File: config.mk
export PLATFORM = sky130hd
export DESIGN_NAME = bos_front
export DESIGN_NICKNAME = d
export VERILOG_FILES = /design/src/sv/bos_pkg.sv /design/src/sv/bos_front.sv
export SDC_FILE = /design/constraint.sdc
export NUM_CORES = 1
export LEC_CHECK = 0
export ABC_AREA = 1
export BUFFER_PORTS_ARGS = -buffer_cell sky130_fd_sc_hd__buf_2
export CAP_MARGIN = 20
export CORE_ASPECT_RATIO = 1.75
export CORE_MARGIN = 1.5
export CORE_UTILIZATION = 35
export CTS_BUF_LIST = sky130_fd_sc_hd__clkbuf_4
export CTS_CLUSTER_DIAMETER = 200
export DETAILED_ROUTE_END_ITERATION = 7
export HOLD_SLACK_MARGIN = 0.08
export SYNTH_ARGS = -nofsm -noshare
export SYNTH_HDL_FRONTEND = slang
export SYNTH_SLANG_ARGS = --single-unit
File: constraint.sdc
create_clock -name clk -period 8.3 [get_ports clk]
set_input_delay 1.66 -clock clk [delete_from_list [all_inputs] [get_ports clk]]
set_output_delay 1.66 -clock clk [all_outputs]
set_load 0.01 [all_outputs]
File: src/sv/bos_pkg.sv
`timescale 1ns / 1ps
// Package of shared types, constants and register indexes for overlap suppression.
package bos_pkg;

  localparam int CfgW = 16;
  localparam logic [CfgW-1:0] CFG_THRESHOLD = 16'd0;
  localparam logic [CfgW-1:0] CFG_MODE      = 16'd1;
  localparam logic [15:0] THRESHOLD_RESET   = 16'd29491;

  typedef struct packed {
    logic        first;
    logic [15:0] x;
    logic [15:0] y;
    logic [14:0] w;
    logic [14:0] h;
    logic [15:0] score;
  } box_t;

  // Stored box: x, y, w, h packed as in the table.
  typedef struct packed {
    logic [1:0]  pad;
    logic [14:0] h;
    logic [14:0] w;
    logic [15:0] y;
    logic [15:0] x;
  } entry_t;

endpackage

File: src/sv/bos_front.sv
`timescale 1ns / 1ps
// Input side: a two-entry queue of words that decouples intake from the compare engine.
module bos_front import bos_pkg::*; (
  input  logic clk,
  input  logic rst_n,
  input  logic in_valid,
  output logic in_stall,
  input  box_t in_box,
  output logic q_valid,
  input  logic q_take,
  output box_t q_box
);
  box_t       slot_r [2];
  logic       rd_ptr_r, wr_ptr_r;
  logic [1:0] cnt_r;
  logic       push;

  assign in_stall = (cnt_r == 2'd2);
  assign push     = in_valid && !in_stall;
  assign q_valid  = (cnt_r != 2'd0);
  assign q_box    = slot_r[rd_ptr_r];

  always_ff @(posedge clk) begin
    if (push) begin
      slot_r[wr_ptr_r] <= in_box;
    end
    if (!rst_n) begin
      rd_ptr_r <= 1'b0;
      wr_ptr_r <= 1'b0;
      cnt_r    <= 2'd0;
    end else begin
      if (push) wr_ptr_r <= !wr_ptr_r;
      if (q_take) rd_ptr_r <= !rd_ptr_r;
      cnt_r <= cnt_r + {1'b0, push} - {1'b0, q_take};
    end
  end
endmodule

==> results.sh, run 1 <==
export IMPL_critPathKind="register to primary output"
export IMPL_slew_limit_headroom=0.336
export IMPL_arrival_ns=2.48
export IMPL_p_leak_nw=2.73
export IMPL_first_pass_iters=4
export IMPL_worst_pin_slew_ns=0.994
export IMPL_nets=542
export IMPL_hold_depth=2
export IMPL_power_frac_seq=0.617
export IMPL_p_sw_mw=0.418
export IMPL_clkLatencyLatePin_ns=0.55
export IMPL_die_area_sq_um=17900
export IMPL_path_max_fanout=47
export IMPL_num_vias=3102
export IMPL_max_freq_ghz=0.241
export IMPL_cts_resized=0
export IMPL_ff2ff_path_depth=5
export IMPL_syn2layout_area_growth_pct=22.4
export IMPL_comb_power_share=0.135
export IMPL_cts_buffers=17
export IMPL_finalHoldViolCount=0
export IMPL_setup_violations_final=0
export IMPL_peakVddDrop_mv=0.0885
export IMPL_final_fill_count=1501
export IMPL_cts_htree_levels=4
export IMPL_avgSynthCellArea_sq_um=21.3
export IMPL_wl_um=11100
export IMPL_hold_buffers=0
export IMPL_root_buffer="clkbuf_4"
export IMPL_startpoint_type="register"
export IMPL_syn_area_sq_um=5970
export IMPL_yosys_warnings=0
export IMPL_synth_cells=280
export IMPL_gp_congestion=0.691
export IMPL_drt_initial_drc_count=100
export IMPL_portBuffers=163
export IMPL_yosysSeqAreaShare=0.812
export IMPL_drcViolationCount=0
export IMPL_cts_sinks=163
export IMPL_run_status="completed"
export IMPL_cts_tree="built"
export IMPL_grt_overflow_total=0
export IMPL_cp_required_ns=6.64
export IMPL_grt_max_degree=80
export IMPL_final_util=0.435
export IMPL_ys_types=12
export IMPL_initial_core_util=0.355
export IMPL_synth_fp_nets=365
export IMPL_grt_pass1_wl_um=16200
export IMPL_finalCritPeriodShare=0.499
export IMPL_die_h_um=176
export IMPL_finalSetupTns_ns=0
export IMPL_finalMaxSlewViolations=0
export IMPL_final_seq_area_sq_um=4850
export IMPL_fp_dieW_um=102
export IMPL_viasPerCell=4.44
export IMPL_endpoint_kind="primary output"
export IMPL_layout_commonest_cell="buf_2"
export IMPL_final_antenna_net_count=0
export IMPL_power_per_cell_area_nw_per_um2=222
export IMPL_hp_class="register to register"
export IMPL_antenna_found_initial=3
export IMPL_swShare=0.257
export IMPL_synth_seq_cells=163
export IMPL_clk_pin_slew_worst_paths_ns=0.14
export IMPL_drive_above_1_share=0.596
export IMPL_multiInputGateArea_sq_um=1040
export IMPL_cap_violations=0
export IMPL_place_inst=664
export IMPL_min_period_ns=4.14
export IMPL_dp_final_hpwl_um=7350
export IMPL_rsz0062_at_grt="no"
export IMPL_wl_per_cell_um=15.8
export IMPL_core_area_sq_um=16800
export IMPL_fin_skew_ns=0.0205
export IMPL_final_instance_count_excl_fill=699
export IMPL_ios=164
export IMPL_rows=63
export IMPL_grt_pass1_vias=3288
export IMPL_p_int_mw=1.21
export IMPL_cts_path_max_buffers=2
export IMPL_grt_usage=0.125
export IMPL_layout_common_cells="buf_2, edfxtp_1, mux2_2, clkbuf_4"
export IMPL_post_cts_setup_buffers=0
export IMPL_pwr_share_clk=0.247
==> per-layer routing <==
metal | vias to the layer above | track usage | part of all wire
met5 | - | 0 | 0.0015
met4 | 2 | 0.0671 | 0.022
met3 | 17 | 0.0406 | 0.050
met2 | 92 | 0.235 | 0.58
met1 | 1536 | 0.116 | 0.35
li1 | 1455 | - | -
==> synth_stat cells <==
| master | instances | share of area |
|---|---|---|
| buf_2 | 6 | 0.0050 |
| nor2_1 | 6 | 0.0038 |
| mux2_4 | 10 | 0.025 |
| inv_1 | 7 | 0.0044 |
| a21oi_1 | 2 | 0.0017 |
| nand3_1 | 2 | 0.0017 |
| edfxtp_1 | 158 | 0.80 |
| nand2_1 | 10 | 0.0063 |
| mux2_2 | 69 | 0.13 |
| dfxtp_1 | 5 | 0.017 |
| buf_6 | 3 | 0.0057 |
| ha_1 | 2 | 0.0042 |
==> area by class of cell <==
cell class | count | area share
flip-flops and latches | 163 | 0.664
repair buffers | 167 | 0.117
diodes | 2 | 0.000685
inverters | 7 | 0.00377
multi-input cells | 101 | 0.142
clock inverters | 14 | 0.0147
well taps | 227 | 0.0389
clock buffers | 18 | 0.0185
==> worst paths after layout <==
kind / start / endpoint / slack (ns)
setup / recovery: register / q_box[26] / 4.16
hold / removal: rd_ptr_r / register / 0.49
setup reg to reg: cnt_r[0] / slot_r[0][65] / 5.82
hold reg to reg: rd_ptr_r / register / 0.49
==> power by group through the flow <==
stage          Combinational, mW  Sequential (mW)  Clock (mW)
5_1_grt                    0.240             1.01       0.448
4_1_cts                    0.224             1.00       0.426
3_3_place_gp               0.218             1.02           0
6_report                   0.219             1.00       0.402
2_1_floorplan              0.131             1.02           0
3_5_place_dp               0.223             1.02           0
==> sequential cells by signal (all words and copies together), names as in the netlist, named ones only <==
register and cells:
cnt_r 2, rd_ptr_r 1, slot_r 158, wr_ptr_r 1
==> worst max-delay path: stages (launching register included) <==
cell and delay [ns]:
dfxtp_4 0.65, buf_4 0.63, mux2_2 0.42, buf_2 0.14
==> cell families after synthesis <==
logic type / synth area share
adders and majority gates: 0.00419
muxes: 0.155
buffers and inverters: 0.0151
and+or+nand+nor: 0.0117
DFF: 0.812
AOI/OAI and AO/OA: 0.00168
==> metrics by stage <==
step           hold WS (ns)  power (mW)  cell area, sq um  setup slack [ns]
2_1_floorplan         0.463        1.15              5970              2.76
3_3_place_gp          0.480        1.24              7040              4.58
3_5_place_dp          0.487        1.25              7040              4.50
4_1_cts               0.504        1.65              7280              4.01
5_1_grt               0.540        1.70              7300              3.97
6_report              0.493        1.62              7310              4.16
(Power assumes the default switching activity.)
==> inputs of run 2 (changes only) <==
==> constraint.sdc (replaced) <==
create_clock -name clk -period 3.4 [get_ports clk]
set_input_delay 0.68 -clock clk [delete_from_list [all_inputs] [get_ports clk]]
set_output_delay 0.68 -clock clk [all_outputs]
set_load 0.01 [all_outputs]
==> run 2 against run 1 <==
Compared with the run above: sequential share of layout area fell by 0.64 points; largest cell class unchanged; via count shrank 0.71%; sequential power up 150%; count of clock-buffer cells in the layout is 1 lower; sequential cell count stayed put; highest routed layer is now met4; core utilization grew 0.42 points; total power rose to 2.6 times the previous value; clock power grew to 2.9 times the previous value.
==> results.sh, run 2 (synthesized netlist as in run 1, its figures left out) <==
export IMPL_largest_register="slot_r"
export IMPL_r2r_slack_ns=1.44
export IMPL_drcViolationCount=0
export IMPL_rsz0062_at_grt="no"
export IMPL_die_h_um=176
export IMPL_num_vias=3080
export IMPL_root_buffer="clkbuf_4"
export IMPL_max_freq_ghz=0.355
export IMPL_syn2layout_area_growth_pct=23.6
export IMPL_clk_pin_slew_worst_paths_ns=0.15
export IMPL_cts_resized=0
export IMPL_critPathKind="register to primary output"
export IMPL_slew_limit_headroom=0.524
export IMPL_multiInputGateArea_sq_um=1040
export IMPL_fin_skew_ns=0.0142
export IMPL_initial_core_util=0.355
export IMPL_layout_common_cells="buf_2, edfxtp_1, mux2_2, clkbuf_4"
export IMPL_worst_pin_slew_ns=0.713
export IMPL_peakVddDrop_mv=0.352
export IMPL_run_status="completed"
export IMPL_portBuffers=163
export IMPL_largest_reg_flops=158
export IMPL_finalSetupTns_ns=0
export IMPL_core_area_sq_um=16800
export IMPL_wl_um=11200
export IMPL_layout_commonest_cell="buf_2"
export IMPL_drt_initial_drc_count=107
export IMPL_grt_max_degree=80
export IMPL_gp_congestion=0.704
export IMPL_min_period_ns=2.82
export IMPL_viasPerCell=4.42
export IMPL_dp_final_hpwl_um=7530
export IMPL_hold_buffers=0
export IMPL_fp_dieW_um=102
export IMPL_final_fill_count=1527
export IMPL_nets=541
export IMPL_finalHoldViolCount=0
export IMPL_cap_violations=0
export IMPL_cp_required_ns=2.72
export IMPL_cts_path_max_buffers=2
export IMPL_cts_htree_levels=4
export IMPL_top_regs="slot_r: 158 flops, cnt_r: 2 flops"
export IMPL_final_antenna_net_count=0
export IMPL_holdWs_ns=0.302
export IMPL_endpoint_kind="primary output"
export IMPL_grt_usage=0.129
export IMPL_arrival_ns=2.14
export IMPL_final_seq_area_sq_um=4850
export IMPL_grt_overflow_total=0
export IMPL_setup_violations_final=0
export IMPL_path_max_fanout=41
export IMPL_drive_above_1_share=0.595
export IMPL_cts_tree="built"
export IMPL_die_area_sq_um=17900
export IMPL_p_leak_nw=2.78
export IMPL_wl_per_cell_um=16.1
export IMPL_finalMaxSlewViolations=0
export IMPL_startpoint_type="register"
export IMPL_antenna_found_initial=1
export IMPL_power_per_cell_area_nw_per_um2=566
export IMPL_cts_buffers=17
export IMPL_ios=164
export IMPL_cts_sinks=163
export IMPL_clkLatencyLatePin_ns=0.54
export IMPL_post_cts_setup_buffers=0
export IMPL_rows=63
export IMPL_grt_pass1_vias=3319
export IMPL_first_pass_iters=4
export IMPL_grt_pass1_wl_um=16700
export IMPL_hp_class="input port to register"
export IMPL_finalCritPeriodShare=0.829
run 2: changes by cell type in the layout (fill, tap and decap cells not counted):
cell	change
clkinv_2	-1
bufinv_16	+2
inv_6	+5
clkbuf_4	-1
inv_8	+1
diode_2	-1
buf_4	-3
buf_12	+2
clkinv_4	-1
clkinvlp_4	-5
run 2: worst paths after layout:
kind | start | endpoint | cells past startpoint
worst min register to register | rd_ptr_r | rd_ptr_r | 2
worst max-delay path | register | q_box[64] | 3
worst min-delay path | in_box[55] | slot_r[1][55] | 1
worst max register to register | cnt_r[0] | slot_r[1][22] | 5
run 2: final cells by class:
cell class | count | area share
flip-flops and latches | 163 | 0.657
multi-input cells | 101 | 0.141
repair buffers | 166 | 0.119
well taps | 227 | 0.0385
clock inverters | 15 | 0.0232
clock buffers | 17 | 0.0173
inverters | 7 | 0.00373
diodes | 1 | 0.000339
run 2: critical path, stage by stage (launching register included):
cell and delay, ns:
dfxtp_4 0.72, buf_12 0.31, mux2_2 0.39, buf_2 0.15
run 2: report_power, final:
group / switching, mW / total [mW] / internal [mW]
combinational: 0.293 / 0.541 / 0.248
sequential: 0.0522 / 2.45 / 2.40
clock: 0.721 / 1.18 / 0.462
run 2: per-layer routing:
| metal | track usage | share of wire | vias up |
|---|---|---|---|
| met5 | 0 | 0 | - |
| met4 | 0.0625 | 0.019 | 0 |
| met3 | 0.0382 | 0.046 | 13 |
| met2 | 0.250 | 0.60 | 86 |
| met1 | 0.117 | 0.33 | 1529 |
| li1 | - | - | 1452 |
run 2: per-stage QoR:
step,utilization,instances,instance area (sq um),power [mW],worst slack [ns]
after global routing,0.439,697,7380,4.36,0.406
after global placement,0.421,664,7080,3.04,1.11
after detailed placement,0.421,664,7080,3.06,1.11
after CTS,0.439,696,7370,4.25,0.453
after floorplan,-,280,5970,2.80,0.167
final,0.439,697,7380,4.18,0.581
==> inputs of run 3 (changes only) <==
==> constraint.sdc (replaced) <==
create_clock -name clk -period 2.4 [get_ports clk]
set_input_delay 0.48 -clock clk [delete_from_list [all_inputs] [get_ports clk]]
set_output_delay 0.48 -clock clk [all_outputs]
set_load 0.01 [all_outputs]
==> run 3 against run 2 <==
Compared with the run above: global-route usage is 0.98 points higher; largest power group unchanged; largest cell class unchanged; clock skew grew 0.0043 ns; critical endpoint is now q_box[13]; hold slack got worse by 0.13 ns; count of clock-buffer cells in the layout is the same; critical path type unchanged.
==> results.sh, run 3 (synthesized netlist as in run 1, its figures left out) <==
export IMPL_run_status="completed"
export IMPL_finalCritPeriodShare=0.944
export IMPL_wl_per_cell_um=15.4
export IMPL_cp_slowest_cell="mux2_2"
export IMPL_arrival_ns=1.78
export IMPL_critPathMaxStageDelay_ns=0.41
export IMPL_dp_final_hpwl_um=7840
export IMPL_cts_buffers=17
export IMPL_finalMaxSlewViolations=0
export IMPL_first_pass_iters=4
export IMPL_rsz0062_at_grt="no"
export IMPL_largest_register="slot_r"
export IMPL_final_fill_count=1458
export IMPL_endpoint_kind="primary output"
export IMPL_finalSetupTns_ns=0
export IMPL_max_freq_ghz=0.442
export IMPL_drive_above_1_share=0.512
export IMPL_clk_pin_slew_worst_paths_ns=0.14
export IMPL_cts_sinks=163
export IMPL_final_antenna_net_count=0
export IMPL_crit_path_cell_trace="buf_6 -> mux2_2 -> buf_2"
export IMPL_gp_congestion=0.741
export IMPL_multiInputGateArea_sq_um=1040
export IMPL_final_util=0.485
export IMPL_layout_common_cells="buf_2, edfxtp_1, dlygate4sd3_1, mux2_2, clkbuf_4"
export IMPL_rows=63
export IMPL_nets=623
export IMPL_crit_buf_inv=2
export IMPL_power_per_cell_area_nw_per_um2=711
export IMPL_slew_limit_headroom=0.627
export IMPL_num_vias=3394
export IMPL_final_seq_area_sq_um=4850
export IMPL_grt_max_degree=60
export IMPL_fp_dieW_um=102
export IMPL_path_max_fanout=34
export IMPL_hp_class="input port to register"
export IMPL_viasPerCell=4.36
export IMPL_dpl_cell_area_sq_um=7100
export IMPL_setup_violations_final=0
export IMPL_core_area_sq_um=16800
export IMPL_fin_area_sq_um=8150
export IMPL_peakVddDrop_mv=0.399
export IMPL_finalHoldViolCount=0
export IMPL_syn2layout_area_growth_pct=36.5
export IMPL_initial_core_util=0.355
export IMPL_die_area_sq_um=17900
export IMPL_critical_path_top_delay_family="buffers and inverters"
export IMPL_portBuffers=163
export IMPL_post_cts_setup_buffers=0
export IMPL_root_buffer="clkbuf_4"
export IMPL_fin_skew_ns=0.0185
export IMPL_cts_tree="built"
export IMPL_min_period_ns=2.26
export IMPL_drt_initial_drc_count=82
export IMPL_critPathKind="register to primary output"
export IMPL_cap_violations=0
export IMPL_p_leak_nw=3.08
export IMPL_clkLatencyLatePin_ns=0.54
export IMPL_largest_reg_flops=158
export IMPL_top_regs="slot_r: 158 flops, cnt_r: 2 flops"
export IMPL_pre_cts_slack_ns=0.615
export IMPL_antenna_found_initial=1
export IMPL_wl_um=12000
export IMPL_layout_setup_ws_ns=0.135
export IMPL_cts_path_max_buffers=2
export IMPL_drcViolationCount=0
export IMPL_die_h_um=176
export IMPL_layout_commonest_cell="buf_2"
export IMPL_cp_required_ns=1.92
export IMPL_startpoint_type="register"
export IMPL_cts_htree_levels=4
export IMPL_total_power_mw=5.79
export IMPL_worst_pin_slew_ns=0.559
export IMPL_grt_pass1_vias=3620
export IMPL_grt_usage=0.139
export IMPL_grt_overflow_total=0
export IMPL_grt_pass1_wl_um=18000
export IMPL_ios=164
[run 3: what timing repair did]
action                                 CTS  global route
gates resized for setup                  1             0
setup endpoints to repair               34             0
endpoints found under the hold margin  158             0
hold buffers                            79             0
[run 3: worst register-to-register path: cells and delay by family, from the launching register on]
kind	cells	cell delay (ns)
buffers and inverters	3	0.63
flip-flops	1	0.36
AND/OR/NAND/NOR	2	0.27
[run 3: layer usage]
layer	vias to the layer above	GRT usage	share of wire
met5	-	0	0
met4	0	0.0804	0.030
met3	25	0.0342	0.044
met2	98	0.264	0.58
met1	1653	0.130	0.34
li1	1618	-	-
[run 3: report_power, final]
| group | switching [mW] | total, mW | internal, mW | leakage (nW) |
|---|---|---|---|---|
| clock | 0.998 | 1.43 | 0.430 | 0.125 |
| combinational | 0.462 | 0.906 | 0.443 | 1.44 |
| sequential | 0.0587 | 3.46 | 3.40 | 1.51 |
| total | 1.52 | 5.79 | 4.27 | 3.08 |
[run 3: metrics by stage]
stage                     hold slack (ns)  cells
after floorplan                     0.463    280
after global placement              0.479    667
after detailed placement            0.489    667
after CTS                          0.0898    778
after global routing                0.118    779
final                               0.174    779
[run 3: area by class of cell]
type / count / area share
Inverter: 7 / 0.00369
Antenna cell: 1 / 0.000307
Sequential cell: 163 / 0.595
Clock buffer: 17 / 0.0157
Multi-Input combinational cell: 101 / 0.128
Tap cell: 227 / 0.0349
Clock inverter: 15 / 0.0147
Timing Repair Buffer: 248 / 0.208
[run 3: path summary, 6_finish.rpt]
kind | from | endpoint | slack [ns] | depth (start not counted)
setup / recovery | register | q_box[13] | 0.14 | 3
hold / removal | rst_n | cnt_r[0] | 0.17 | 3
setup reg to reg | cnt_r[0] | slot_r[1][25] | 0.74 | 5
hold reg to reg | rd_ptr_r | rd_ptr_r | 0.51 | 2
